### src/sv/acs_pkg.sv
// Shared types, constants and digit helpers for the seven-segment alarm clock.
package acs_pkg;

  localparam int RING_TICKS = 31;
  localparam int CD_W       = $clog2(RING_TICKS + 1);

  localparam int SEC_W  = 6;
  localparam int MIN_W  = 6;
  localparam int HR_W   = 5;
  localparam int KEY_W  = 4;
  localparam int SEG_W  = 7;

  localparam logic [SEC_W-1:0] SEC_WRAP   = SEC_W'(60);
  localparam logic [SEC_W-1:0] SEC_RING   = SEC_W'(2);
  localparam logic [MIN_W-1:0] MIN_LAST   = MIN_W'(59);
  localparam logic [HR_W-1:0]  HR_LAST    = HR_W'(23);
  localparam logic [MIN_W:0]   MIN_LIMIT  = (MIN_W + 1)'(60);
  localparam logic [HR_W:0]    HR_LIMIT   = (HR_W + 1)'(24);
  localparam logic [MIN_W-1:0] ALARM_MIN_RST = MIN_W'(7);
  localparam logic [HR_W-1:0]  ALARM_HR_RST  = HR_W'(2);

  localparam logic [SEG_W-1:0] SEG_FLASH = 7'b0000001;
  localparam logic [SEG_W-1:0] SEG_BLANK = 7'b1111111;

  typedef enum logic [1:0] {
    MODE_RUN       = 2'd0,
    MODE_SET_TIME  = 2'd1,
    MODE_SET_ALARM = 2'd2,
    MODE_OFF       = 2'd3
  } mode_t;

  typedef enum logic [1:0] {
    SHOW_TIME  = 2'd0,
    SHOW_FLASH = 2'd1,
    SHOW_BLANK = 2'd2
  } disp_sel_t;

  typedef struct packed {
    disp_sel_t        sel;
    logic [MIN_W-1:0] mins;
    logic [HR_W-1:0]  hrs;
    logic             buzzer;
  } disp_t;

  // Tens digit of a value below 64.
  function automatic logic [3:0] tens_of(input logic [5:0] v);
    logic [3:0] t;
    t = 4'd0;
    if (v >= 6'd10) t = 4'd1;
    if (v >= 6'd20) t = 4'd2;
    if (v >= 6'd30) t = 4'd3;
    if (v >= 6'd40) t = 4'd4;
    if (v >= 6'd50) t = 4'd5;
    if (v >= 6'd60) t = 4'd6;
    return t;
  endfunction

  function automatic logic [3:0] ones_of(input logic [5:0] v);
    logic [5:0] t10;
    t10 = 6'(tens_of(v)) * 6'd10;
    return 4'(v - t10);
  endfunction

  // Active-low gfedcba pattern; anything above nine shows the flash bar.
  function automatic logic [SEG_W-1:0] seg_of(input logic [3:0] d);
    logic [SEG_W-1:0] s;
    case (d)
      4'd0:    s = 7'b1000000;
      4'd1:    s = 7'b1111001;
      4'd2:    s = 7'b0100100;
      4'd3:    s = 7'b0110000;
      4'd4:    s = 7'b0011001;
      4'd5:    s = 7'b0010010;
      4'd6:    s = 7'b0000010;
      4'd7:    s = 7'b1111000;
      4'd8:    s = 7'b0000000;
      4'd9:    s = 7'b0010000;
      default: s = SEG_FLASH;
    endcase
    return s;
  endfunction

endpackage

### src/sv/acs_core.sv
// Time, alarm and ring countdown state with the per-tick update.
module acs_core import acs_pkg::*; (
  input  logic             clk,
  input  logic             rst_n,
  input  logic             fire,
  input  mode_t            mode,
  input  logic [KEY_W-1:0] minute_presses,
  input  logic [KEY_W-1:0] hour_presses,
  input  logic [KEY_W-1:0] reset_presses,
  output disp_t            disp
);

  logic [SEC_W-1:0] sec_r,   sec_nxt;
  logic [MIN_W-1:0] min_r,   min_nxt;
  logic [HR_W-1:0]  hr_r,    hr_nxt;
  logic [MIN_W-1:0] amin_r,  amin_nxt;
  logic [HR_W-1:0]  ahr_r,   ahr_nxt;
  logic [CD_W-1:0]  cd_r,    cd_nxt;

  logic             clr;
  logic [KEY_W-1:0] mp, hp;
  logic [MIN_W-1:0] min0, min1;
  logic [HR_W-1:0]  hr0, hr1;
  logic [CD_W-1:0]  cd0, cd1;
  logic [SEC_W-1:0] sec1;
  logic             wrap;
  logic [MIN_W:0]   msum;
  logic [HR_W:0]    hsum;

  always_comb begin
    clr  = (reset_presses != '0);
    mp   = clr ? '0 : minute_presses;
    hp   = clr ? '0 : hour_presses;
    min0 = clr ? '0 : min_r;
    hr0  = clr ? '0 : hr_r;
    cd0  = clr ? '0 : cd_r;

    sec_nxt  = sec_r;
    min_nxt  = min0;
    hr_nxt   = hr0;
    amin_nxt = amin_r;
    ahr_nxt  = ahr_r;
    cd_nxt   = '0;

    wrap = 1'b0;
    sec1 = '0;
    min1 = '0;
    hr1  = '0;
    cd1  = '0;
    msum = '0;
    hsum = '0;

    disp.sel    = SHOW_TIME;
    disp.mins   = min0;
    disp.hrs    = hr0;
    disp.buzzer = 1'b0;

    case (mode)
      MODE_RUN: begin
        // roll the minute at the sixtieth second, then the hour
        wrap = (sec_r >= SEC_WRAP);
        sec1 = wrap ? '0 : sec_r;
        min1 = min0;
        hr1  = hr0;
        if (wrap) begin
          if (min0 >= MIN_LAST) begin
            min1 = '0;
            hr1  = (hr0 >= HR_LAST) ? '0 : hr0 + HR_W'(1);
          end else begin
            min1 = min0 + MIN_W'(1);
          end
        end
        cd1 = cd0;
        if (hr1 == ahr_r && min1 == amin_r && sec1 <= SEC_RING)
          cd1 = CD_W'(RING_TICKS);
        disp.mins   = min1;
        disp.hrs    = hr1;
        disp.buzzer = cd1[0];
        disp.sel    = cd1[0] ? SHOW_FLASH : SHOW_TIME;
        cd_nxt  = (cd1 != '0) ? cd1 - CD_W'(1) : '0;
        if (mp != '0 || hp != '0)
          cd_nxt = '0;
        min_nxt = min1;
        hr_nxt  = hr1;
        sec_nxt = sec1 + SEC_W'(1);
      end
      MODE_SET_TIME: begin
        msum    = {1'b0, min0} + (MIN_W + 1)'(mp);
        hsum    = {1'b0, hr0} + (HR_W + 1)'(hp);
        min_nxt = (msum >= MIN_LIMIT) ? '0 : msum[MIN_W-1:0];
        hr_nxt  = (hsum >= HR_LIMIT) ? '0 : hsum[HR_W-1:0];
        disp.mins = min_nxt;
        disp.hrs  = hr_nxt;
      end
      MODE_SET_ALARM: begin
        msum     = {1'b0, amin_r} + (MIN_W + 1)'(mp);
        hsum     = {1'b0, ahr_r} + (HR_W + 1)'(hp);
        amin_nxt = (msum >= MIN_LIMIT) ? '0 : msum[MIN_W-1:0];
        ahr_nxt  = (hsum >= HR_LIMIT) ? '0 : hsum[HR_W-1:0];
        disp.mins = amin_nxt;
        disp.hrs  = ahr_nxt;
      end
      default: begin
        disp.sel = SHOW_BLANK;
      end
    endcase
  end

  always_ff @(posedge clk) begin
    if (!rst_n) begin
      sec_r  <= '0;
      min_r  <= '0;
      hr_r   <= '0;
      amin_r <= ALARM_MIN_RST;
      ahr_r  <= ALARM_HR_RST;
      cd_r   <= '0;
    end else if (fire) begin
      sec_r  <= sec_nxt;
      min_r  <= min_nxt;
      hr_r   <= hr_nxt;
      amin_r <= amin_nxt;
      ahr_r  <= ahr_nxt;
      cd_r   <= cd_nxt;
    end
  end

endmodule

### src/sv/acs_disp.sv
// Seven-segment encoding of the four digits for one tick, or the flash or blank pattern on all four.
module acs_disp import acs_pkg::*; (
  input  disp_t            disp,
  output logic [SEG_W-1:0] seg_minute_tens,
  output logic [SEG_W-1:0] seg_minute_ones,
  output logic [SEG_W-1:0] seg_hour_tens,
  output logic [SEG_W-1:0] seg_hour_ones,
  output logic             buzzer_on
);

  logic [5:0] hrs_ext;

  assign hrs_ext   = 6'(disp.hrs);
  assign buzzer_on = disp.buzzer;

  always_comb begin
    case (disp.sel)
      SHOW_TIME: begin
        seg_minute_tens = seg_of(tens_of(disp.mins));
        seg_minute_ones = seg_of(ones_of(disp.mins));
        seg_hour_tens   = seg_of(tens_of(hrs_ext));
        seg_hour_ones   = seg_of(ones_of(hrs_ext));
      end
      SHOW_FLASH: begin
        seg_minute_tens = SEG_FLASH;
        seg_minute_ones = SEG_FLASH;
        seg_hour_tens   = SEG_FLASH;
        seg_hour_ones   = SEG_FLASH;
      end
      default: begin
        seg_minute_tens = SEG_BLANK;
        seg_minute_ones = SEG_BLANK;
        seg_hour_tens   = SEG_BLANK;
        seg_hour_ones   = SEG_BLANK;
      end
    endcase
  end

endmodule

### src/sv/alarm_clock_seven_segment.sv
// Top level of the seven-segment alarm clock: input stage, tick update, result stage.
//
// Usage:
//   in_*  : one word per one-second tick carrying the mode switches and the key
//           release counts gathered since the previous tick.
//   out_* : one word per tick with the four active-low gfedcba digit patterns
//           and the buzzer flag.
// Every accepted tick gives exactly one result word, in order.
// Tick path: the tick is captured in the input stage when accepted; the
//   clock state updates and the result register loads when the input stage
//   advances, which waits while the result register holds an undrained word.
// Throughput: one tick per cycle while out_tready is high; the tick update is a
//   single pass of narrow adds, compares and digit lookups between the two stages.
// Reset (rst_n low, synchronous): time 00:00, seconds 0, alarm 02:07, no ring
//   in progress, both stages empty.
// Stall: while out_tready is low the result word holds; the input stage still
//   takes one more tick, after which in_tready drops until the result drains.
module alarm_clock_seven_segment import acs_pkg::*; (
  input  logic        clk,
  input  logic        rst_n,
  input  logic        in_tvalid,
  output logic        in_tready,
  // [1:0] mode, [5:2] minute_presses, [9:6] hour_presses,
  // [13:10] reset_presses, [15:14] zero
  input  logic [15:0] in_tdata,
  output logic        out_tvalid,
  input  logic        out_tready,
  // [6:0] seg_minute_tens, [13:7] seg_minute_ones, [20:14] seg_hour_tens,
  // [27:21] seg_hour_ones, [28] buzzer_on, [31:29] zero
  output logic [31:0] out_tdata
);

  localparam int OUT_W = 4 * SEG_W + 1;

  // input stage
  logic             s1_vld_r, s1_vld_nxt;
  mode_t            s1_mode_r;
  logic [KEY_W-1:0] s1_mp_r, s1_hp_r, s1_rp_r;

  // result stage
  logic             out_vld_r, out_vld_nxt;
  logic [OUT_W-1:0] out_data_r, out_data_nxt;

  logic             in_fire;
  logic             advance;
  disp_t            disp;
  logic [SEG_W-1:0] seg_mt, seg_mo, seg_ht, seg_ho;
  logic             buzz;

  // advance the input stage whenever the result register is free or draining
  assign advance   = s1_vld_r && (!out_vld_r || out_tready);
  assign in_tready = !s1_vld_r || advance;
  assign in_fire   = in_tvalid && in_tready;

  always_comb begin
    s1_vld_nxt = s1_vld_r;
    if (in_fire)
      s1_vld_nxt = 1'b1;
    else if (advance)
      s1_vld_nxt = 1'b0;

    out_vld_nxt = out_vld_r;
    if (advance)
      out_vld_nxt = 1'b1;
    else if (out_tready)
      out_vld_nxt = 1'b0;

    out_data_nxt = {buzz, seg_ho, seg_ht, seg_mo, seg_mt};
  end

  always_ff @(posedge clk) begin
    if (!rst_n) begin
      s1_vld_r  <= 1'b0;
      out_vld_r <= 1'b0;
    end else begin
      s1_vld_r  <= s1_vld_nxt;
      out_vld_r <= out_vld_nxt;
    end
  end

  // payload registers: load on a handshake, hold otherwise
  always_ff @(posedge clk) begin
    if (in_fire) begin
      s1_mode_r <= mode_t'(in_tdata[1:0]);
      s1_mp_r   <= in_tdata[5:2];
      s1_hp_r   <= in_tdata[9:6];
      s1_rp_r   <= in_tdata[13:10];
    end
    if (advance)
      out_data_r <= out_data_nxt;
  end

  acs_core u_core (
    .clk            (clk),
    .rst_n          (rst_n),
    .fire           (advance),
    .mode           (s1_mode_r),
    .minute_presses (s1_mp_r),
    .hour_presses   (s1_hp_r),
    .reset_presses  (s1_rp_r),
    .disp           (disp)
  );

  acs_disp u_disp (
    .disp            (disp),
    .seg_minute_tens (seg_mt),
    .seg_minute_ones (seg_mo),
    .seg_hour_tens   (seg_ht),
    .seg_hour_ones   (seg_ho),
    .buzzer_on       (buzz)
  );

  assign out_tvalid = out_vld_r;
  assign out_tdata  = {(32 - OUT_W)'(0), out_data_r};

`ifndef ASSERT_OFF
  // a sounding buzzer always comes with the flash bar on every digit
  a_buzz_flash: assert property (@(posedge clk) disable iff (!rst_n)
    (out_tvalid && out_tdata[28]) |->
      (out_tdata[6:0] == SEG_FLASH && out_tdata[13:7] == SEG_FLASH &&
       out_tdata[20:14] == SEG_FLASH && out_tdata[27:21] == SEG_FLASH))
    else $error("buzzer on without flash pattern");

  // an accepted word is held in the input stage at the next edge
  a_capture: assert property (@(posedge clk) disable iff (!rst_n)
    in_fire |=> s1_vld_r)
    else $error("accepted word not captured");

  // a waiting tick is not dropped while the result is stalled
  a_hold: assert property (@(posedge clk) disable iff (!rst_n)
    (s1_vld_r && out_vld_r && !out_tready) |=> (s1_vld_r && out_vld_r))
    else $error("tick lost under stall");
`endif

endmodule
### config.mk
export PLATFORM = sky130hd
export DESIGN_NAME = alarm_clock_seven_segment
export DESIGN_NICKNAME = d
export VERILOG_FILES = /design/src/sv/acs_pkg.sv /design/src/sv/acs_core.sv /design/src/sv/acs_disp.sv /design/src/sv/alarm_clock_seven_segment.sv
export SDC_FILE = /design/constraint.sdc
export NUM_CORES = 1
export LEC_CHECK = 0
export ABC_AREA = 1
export BUFFER_PORTS_ARGS = -buffer_cell sky130_fd_sc_hd__clkbuf_2
export CELL_PAD_IN_SITES_DETAIL_PLACEMENT = 2
export CELL_PAD_IN_SITES_GLOBAL_PLACEMENT = 2
export CORE_MARGIN = 5
export CORE_UTILIZATION = 39
export CTS_BUF_LIST = sky130_fd_sc_hd__clkbuf_8
export CTS_CLUSTER_DIAMETER = 60
export DETAILED_ROUTE_END_ITERATION = 6
export MAX_ROUTING_LAYER = met4
export PLACE_DENSITY_LB_ADDON = 0.1
export SYNTH_ARGS = -nofsm -noshare
export SYNTH_HDL_FRONTEND = slang
export SYNTH_SLANG_ARGS = --single-unit
### constraint.sdc
create_clock -name clk -period 14.46 [get_ports clk]
set_clock_uncertainty 0.15 [all_clocks]
set_input_delay 1.446 -clock clk [delete_from_list [all_inputs] [get_ports clk]]
set_output_delay 1.446 -clock clk [all_outputs]
set_load 0.005 [all_outputs]
======== Yosys cells after proc, flatten, opt, wreduce, memory -nomap -nowiden ========
Memories as Yosys holds them, arrays and structs flattened.
Cells that the tools add are included.
Widths: inputs -> output; s select.
word-level totals
  bits in registers ....................... 78
  input bits .............................. 20
  output and inout port bits .............. 34
  word-level logic and storage cells ...... 124
  memory bits (read-only) ................. 448
  memories ................................ 4
memories
  memory            words  bits a word  rd ports  clocked after Yosys merged registers in  wr ports  line           RTL
  (name not given)  16     7            1         0                                        0         acs_pkg.sv:67  case (d)
  (name not given)  16     7            1         0                                        0         acs_pkg.sv:67
  (name not given)  16     7            1         0                                        0         acs_pkg.sv:67
  (name not given)  16     7            1         0                                        0         acs_pkg.sv:67
operators by class
  multipliers ............................. 2
  equality and inequality tests ........... 5
  muxes and demuxes ....................... 49
  order comparisons ....................... 20
  add/sub/neg operators ................... 10
  reduce and logical (&&, ||, !) cells .... 20
operators by type and width
  kind                 count
  $mux 5               13
  $pmux 7 s2           4
  $mux 6               7
  $pmux 11 s3          1
  $ge 6x6->1 const B   5
  $ge 6x5->1 const B   4
  $ge 5x6->1 const B   3
  $mux 3               6
  $mux 4               4
  $ge 5x5->1 const B   3
  $add 6x4->7          2
  $ge 7x6->1 const B   2
  $add 5x4->6          2
  $add 6x1->6 const B  2
  $pmux 6 s2           1
  $reduce_bool 4->1    3
  $pmux 5 s2           1
  $mul 4x3->3 const B  2
  $mux 2               4
  $sub 4x4->4          2
  $mux 1               7
  $eq 6x6->1           1
  $ge 6x4->1 const B   1
  $le 6x2->1 const B   1
  15 further kinds     25

======== Logic depth before layout (Yosys ltp) ========
Gate-level depths: netlist (run 1).
An unclocked memory read counts as a cell.
  word-level depth ........................ 20
  depth in mapped cells ................... 37
  depth with buffers taken out ............ 36

======== Hierarchy ========
Synthesis (run 1) repeated with hierarchy kept, for this count alone.
second synthesis, totals
  cell total of the unflattened synthesis .. 756
  area total of the unflattened synthesis .. 5779.3 um^2
by module, submodules not included
  module                     area each (um^2)  cells each  times used  sequential area each (um^2)
  acs_core                   3403.3            529         1           660.6
  alarm_clock_seven_segment  1412.6            60          1           1331.3
  acs_disp                   963.4             167         1           0.0

======== Worst setup path after synthesis (run 1) ========
Ideal clock, no wire load.
  path kind ............................... register to register
  start point ............................. register s1_rp_r[3]
  end point ............................... register out_data_r[24], data pin
  period minus slack after synthesis ...... 5034 ps
  path buffers ............................ 2
  cell stages (with the launch flop) ...... 27
  required time ........................... 14035 ps
  setup slack ............................. 9426 ps
  library setup time ...................... 275 ps
  data arrival time ....................... 4609 ps
  cells stage by stage .................... edfxtp_1 > nor2_8 > nand2_8 > buf_6 > clkbuf_1 > nor2_1 > inv_1 > fa_1 > o31ai_1 > xor2_1 > nand2_1 > nand2_1 > a21oi_1 > o21ai_0 > o221ai_2 > a21oi_2 > a21oi_1 > inv_2 > nand2_1 > o31ai_1 > ha_1 > inv_1 > fa_1 > inv_1 > or2_2 > nand3_1 > o21ai_0
between the ends
  longest elaborated chain between the ends .. 20
  elaborated cells on any way between the ends .. 50
  classes of those cells .................. add/sub: 5; mul: 1; order compare: 10; eq/ne: 3; mux: 26; reduce/logical: 4; memory: 1
ends and longest elaborated chain
  element                                                               line                             RTL
  start, declared                                                       alarm_clock_seven_segment.sv:38  logic [KEY_W-1:0] s1_mp_r, s1_hp_r, s1_rp_r;
  start signal, assigned                                                alarm_clock_seven_segment.sv:87  s1_rp_r <= in_tdata[13:10];
  $reduce_bool 4->1 *                                                   acs_core.sv:31                   clr = (reset_presses != '0);
  parallel branches: the longest is 18 deep, another holds $add 5x4->6  n/a
  $pmux 7 s2 *                                                          acs_disp.sv:17                   case (disp.sel)
  named net seg_ho[3]                                                   alarm_clock_seven_segment.sv:47  logic [SEG_W-1:0] seg_mt, seg_mo, seg_ht, seg_ho;
  end signal, assigned                                                  alarm_clock_seven_segment.sv:90  out_data_r <= out_data_nxt;
  end, declared                                                         alarm_clock_seven_segment.sv:42  logic [OUT_W-1:0] out_data_r, out_data_nxt;
Mark *: on every way through the listed nets, which the timed path passes. The select of a mux whose other input is x is not followed.
A chain may end at the register's enable or synchronous reset.

======== Worst setup path after layout (run 1) ========
  start point ............................. register s1_rp_r[1]
  end point ............................... register out_data_r[24], data pin
Same word-level chain as after synthesis.

==> metrics.cfg, run 1 <==
[sta]
worst_slew_pin_slew_ps = 746
finalHoldViolations = 0
fmax_mhz = 176
maxSlewViolCount = 0
fin_setup_tns_ps = 0
final-setup-viol-count = 0
relSlewSlack_pct = 50.1
hold_slack_ps = 322
fin_crit_sh_pct = 39.2
period_needed_ps = 5670
rsz0062_at_grt = false

[worst_hold_path]
hold_path_class = flip-flop to flip-flop

[yosys]
syn_avg_cell_area_um2 = 7.61
netlist.top_cell.by_area = edfxtp_1
yosys_warnings = 0
syn_area_mm2 = 0.00590
synth_cells = 775
ys_seq_area_share_pct = 33.8
synth.distinct_cells = 53
ys_ff_latch = 78
yosysTopAreaCellShare_pct = 21.9
synth.area.top_cells = edfxtp_1 22%, dfxtp_1 12%, nand2_1 9.2%, ha_1 7.6%, inv_1 7.4%

[layout]
register_area_mm2 = 0.00199
post-route-util_pct = 43.1
n_fill_cell = 1745
multi_input_area_mm2 = 0.00333
num-nets-final = 882
fin_area_mm2 = 0.00648
stdcell_count = 1015
syn_to_final_growth_pct = 9.89
n_antenna_cell = 0
drive_gt1_share_pct = 17.4

[floorplanning]
std_cell_rows = 45
die_y_um = 133
die_x_um = 133
top_level_ports = 54
start_util_pct = 39.2
core_area_mm2 = 0.0150
dieArea_mm2 = 0.0177

[routing]
vias = 5404
drtAntennaViolNets = 0
wirelength_mm = 18.6
dr.pass1.iters = 4
routed_via_density = 5.32
drc_errors = 0
drtIter0Drc = 133
post_drt_wl_per_cell_um = 18.4

[place]
dpl_cell_area_mm2 = 0.00632
port_buffers = 48
hpwlAfterDp_mm = 14.9
dp.cells = 999
place_congestion = 0.851

[global_routing]
grt-ovfl-total = 0
grt_pass1_vias = 6038
antenna_found_initial = 0
grt_pass1_wl_mm = 31.1
grt_max_degree = 52
grtUsageTotal_pct = 22.4

[power_and_ir_drop]
power.density_mw_per_mm2 = 76.0
p_leak_nw = 3.09
ir_worst_vdd_mv = 0.0459

[cts]
post-cts-setup-buffers = 0
cts_buffers = 9
clock_latency_ps = 380
htree_num_levels = 3
post_cts_resized = 0
cts_root_buf = clkbuf_8
clock_sinks = 78
cts_hold_buffers = 0
cts_buffer_depth = 2
cts_tree = built
path_clk_slew_ps = 90

[worst_setup_path]
start_kind = flip-flop
cp-end-kind = flip-flop
worstPathArrival_ps = 5640
worst_ep_required_time_ps = 14430
critPathKind = flip-flop to flip-flop
worstPathMaxFanout = 24

[run]
drv_cap = 0

[status]
status = finished clean

## flip-flops by register name (all words and copies together), names as in the netlist, 4 cells and up
name	cells
out_data_r	29
u_core.amin_r	6
u_core.min_r	6
u_core.sec_r	6
u_core.ahr_r	5
u_core.cd_r	5
u_core.hr_r	5
s1_hp_r	4
s1_mp_r	4
s1_rp_r	4
## cell families (layout without fill, tap and decap cells)
kind of cell             after synthesis  in the layout  synth area share, %
buffers and inverters                151            201                 9.93
AND/OR/NAND/NOR                      342            342                 29.6
flip-flops                            78             78                 33.8
AO/OA/AOI/OAI                        144            144                 14.6
XOR/XNOR                              19             19                 3.08
other                                  1              3               0.0636
adder cells (fa/ha/maj)               40             40                 9.00
## area by class of cell
type	instances	area share, %
Multi-Input combinational cell	548	51.3
Timing Repair Buffer	52	4.17
Clock buffer	9	1.91
Sequential cell	78	30.7
Inverter	133	7.70
Clock inverter	7	0.502
Tap cell	188	3.63
## power breakdown
group / switching [W] / total [W] / internal, W
clock network: 0.0000863 / 0.000146 / 0.0000599
registers: 0.00000736 / 0.000255 / 0.000248
logic: 0.0000607 / 0.0000909 / 0.0000302
total: 0.000154 / 0.000492 / 0.000338
## per-stage QoR
step	power, W	setup slack (ps)
finish	0.000492	8790
global route	0.000521	8290
CTS	0.000500	8750
detailed placement	0.000353	8800
global placement	0.000343	9020
floorplan	0.000321	9430
## layer usage
layer / global-route usage (%) / vias to the layer above / part of all wire, % / routed length [µm]
met5: - / - / 0 / 0
met4: 7.27 / 0 / 2.1 / 399
met3: 2.93 / 23 / 3.0 / 551
met2: 41.1 / 80 / 52 / 9760
met1: 25.0 / 2641 / 43 / 7940
li1: - / 2660 / - / -
## placed cells by master, fill, tap and decap left out, drive strengths merged, types with 19 or more instances in the layout
cell type,count
edfxtp,43
nor2,88
o21ai,66
nand3,60
dfxtp,35
inv,137
clkbuf,57
nand2,163
a21oi,39
ha,36
nand4,19
## worst paths after layout
kind                            endpoint  depth (start not counted)  slack [ps]                         from
min reg2reg  u_core.cd_r[0]$_SDFFE_PN0P_                          2         320  u_core.cd_r[0]$_SDFFE_PN0P_
max             out_data_r[24]$_DFFE_PP_                         25        8790         s1_rp_r[1]$_DFFE_PP_
min          u_core.cd_r[0]$_SDFFE_PN0P_                          2         320  u_core.cd_r[0]$_SDFFE_PN0P_
max reg2reg     out_data_r[24]$_DFFE_PP_                         25        8790         s1_rp_r[1]$_DFFE_PP_
## cells in the mapped netlist, drive strengths merged
cell type    n
o22ai        2
dfxtp       35
a21oi       39
edfxtp      43
conb         1
xor2        13
o221ai      12
a2bb2oi      1
a211oi       3
xnor2        6
fa           4
clkinv       1
nor2        88
a41oi        1
o31ai        5
or2          4
nor3         2
a22o         1
clkbuf      14
a31oi        5
o21ai       66
a22oi        1
nor4         6
nand4       19
buf          4
ha          36
o211ai       7
nand3       60
o21a         1
nand2      163
inv        132
## worst max-delay path, cell delays in order, from the launching register on
cell,delay [ps]
edfxtp_1,460
nor2_8,250
nand2_8,220
nor2_1,240
ha_1,230
inv_1,60
fa_1,410
o31ai_1,300
xor2_1,230
nand2_1,80
nand2_1,100
a21oi_1,50
o21ai_0,150
o221ai_2,170
a21oi_2,240
a21oi_1,160
inv_2,110
nand2_1,110
o31ai_1,150
ha_1,250
inv_1,60
fa_1,570
inv_1,150
or2_2,310
nand3_1,80
o21ai_0,90
Note: power is estimated with default switching activity, not from simulation.
==> inputs of run 2 (changes only) <==
--- a/config.mk
+++ b/config.mk
@@ -10,7 +10,7 @@
 export CELL_PAD_IN_SITES_DETAIL_PLACEMENT = 2
 export CELL_PAD_IN_SITES_GLOBAL_PLACEMENT = 2
 export CORE_MARGIN = 5
-export CORE_UTILIZATION = 39
+export CORE_UTILIZATION = 33
 export CTS_BUF_LIST = sky130_fd_sc_hd__clkbuf_8
 export CTS_CLUSTER_DIAMETER = 60
 export DETAILED_ROUTE_END_ITERATION = 6
==> constraint.sdc (replaced) <==
create_clock -name clk -period 5.1 [get_ports clk]
set_clock_uncertainty 0.15 [all_clocks]
set_input_delay 0.51 -clock clk [delete_from_list [all_inputs] [get_ports clk]]
set_output_delay 0.51 -clock clk [all_outputs]
set_load 0.005 [all_outputs]
==> metrics.cfg, run 2 (same netlist as run 1, synthesis figures left out) <==
[worst_setup_path]
cp-startpoint = s1_rp_r[0]$_DFFE_PP_
reg2regPathDepth = 29
path_buf_inv = 3
crit_path_max_incr_delay_ps = 470
critPathMostFrequentCell = nand2_1
worst_ep_required_time_ps = 5080
endpoint = out_data_r[25]$_DFFE_PP_
r2r_start = s1_rp_r[0]$_DFFE_PP_
critPathKind = flip-flop to flip-flop
path_delay_family = simple AND/OR/NAND/NOR gates
start_kind = flip-flop
regToRegSetupSlack_ps = 110
worst_path_max_delay_cell = fa_1
worstPathMaxFanout = 6
cp_num_cells = 29
cp-end-kind = flip-flop
rr_endpoint = out_data_r[25]$_DFFE_PP_
worstPathArrival_ps = 4970

[power_and_ir_drop]
p_leak_nw = 3.40
ir_worst_vdd_mv = 0.148
power.density_mw_per_mm2 = 203
finalPower_w = 0.00151

[sta]
period_needed_ps = 4990
maxSlewViolCount = 0
fin_ws_ps = 113
fmax_mhz = 201
relSlewSlack_pct = 48.6
final-setup-viol-count = 0
fin_crit_sh_pct = 97.8
finalHoldViolations = 0
fin_setup_tns_ps = 0
worst_slew_pin_slew_ps = 768

[global_routing]
grtUsageTotal_pct = 19.5
grt_pass1_vias = 6037
grt_max_degree = 42
grtUsageMet2_pct = 36.1
grt-ovfl-total = 0
antenna_found_initial = 0
grt_pass1_wl_mm = 30.9
use_met3_pct = 2.10
grtUsageMet1_pct = 22.7
grt_busiest_layer = met2

[place]
hpwlAfterDp_mm = 15.2
dp.cells = 1054
port_buffers = 48
place_congestion = 0.859
place_ws_ps = -137

[run]
drv_cap = 0

[layout]
drive_gt1_share_pct = 30.7
stdcell_count = 1113
largest_reg_flops = 29
post-route-util_pct = 42.9
final_common_cell = nand2_1
n_antenna_cell = 0
num-nets-final = 944
syn_to_final_growth_pct = 26.7
layout_common_cells = 130 x nand2_1, 112 x inv_1, 61 x nor2_1
top_register = out_data_r

[cts]
cts_tree = built
path_clk_slew_ps = 90
cts_buffer_depth = 2
cts_buffers = 9
clock_sinks = 78
htree_num_levels = 3
cts_root_buf = clkbuf_8
clock_latency_ps = 370
cts_hold_buffers = 0

[worst_hold_path]
hold_depth = 1
hold_path_class = input port to flip-flop

[floorplanning]
top_level_ports = 54
dieArea_mm2 = 0.0206
die_x_um = 144
std_cell_rows = 48
start_util_pct = 33.9
core_area_mm2 = 0.0174
die_y_um = 144

[routing]
dr.pass1.iters = 4
post_drt_wl_per_cell_um = 18.5
routed_via_density = 5.10
drtAntennaViolNets = 0
vias = 5675
wirelength_mm = 20.6
drc_errors = 0
drtIter0Drc = 198

[status]
status = finished clean

[run 2: cell types whose count changed in the layout (fill, tap and decap cells not counted), moves of 6 or more]
cell	change
buf_4	+52
nand2_1	-15
nor2_1	-13
nand2_2	+12
ha_1	-10
a21oi_1	-9
inv_1	-8
a21oi_2	+7
buf_6	+7
ha_4	+7
inv_2	+7
nor2_4	+7
nor2_2	+6
[run 2: layout make-up]
type                       instances  area, µm²
sequential                        78       1990
tap                              225        282
fill                            2054       9950
inverter                         133        499
multi-input combinational        548       3700
clock inverter                     5       51.3
timing repair buffer             114        805
clock buffer                      10        138
[run 2: power by group]
part	leakage, nW	switching [W]	internal (W)
clock	0.101	0.000245	0.000234
combinational	2.61	0.000192	0.000119
sequential	0.690	0.0000218	0.000703
[run 2: layer usage]
metal | wire length [µm] | share of wire (%) | up-vias
met2 | 11100 | 54 | 79
met1 | 8710 | 42 | 2793
met4 | 311 | 1.5 | 0
li1 | - | - | 2784
met5 | 0 | 0 | -
met3 | 517 | 2.5 | 19
[run 2: timing repair]
item | in CTS | in global routing
endpoints found under the setup margin | 6 | 14
pin swaps | 5 | 44
cloned | 0 | 1
resized for setup | 9 | 94
setup buffers | 5 | 38
[run 2: worst min path at each step]
stage | from | to
after CTS | in_tdata[7] | s1_hp_r[1]$_DFFE_PP_
after detailed placement | u_core.cd_r[0]$_SDFFE_PN0P_ | u_core.cd_r[0]$_SDFFE_PN0P_
final | in_tdata[7] | s1_hp_r[1]$_DFFE_PP_
after global routing | in_tdata[7] | s1_hp_r[1]$_DFFE_PP_
after global placement | u_core.cd_r[0]$_SDFFE_PN0P_ | u_core.cd_r[0]$_SDFFE_PN0P_
after floorplan | u_core.cd_r[0]$_SDFFE_PN0P_ | u_core.cd_r[0]$_SDFFE_PN0P_
[run 2: metrics by stage]
step                      hold slack, ps  cell area [µm²]
final                                155             7470
after global routing                 142             7470
after CTS                            137             6770
after detailed placement             317             6520
after global placement               306             6520
after floorplan                      295             5900
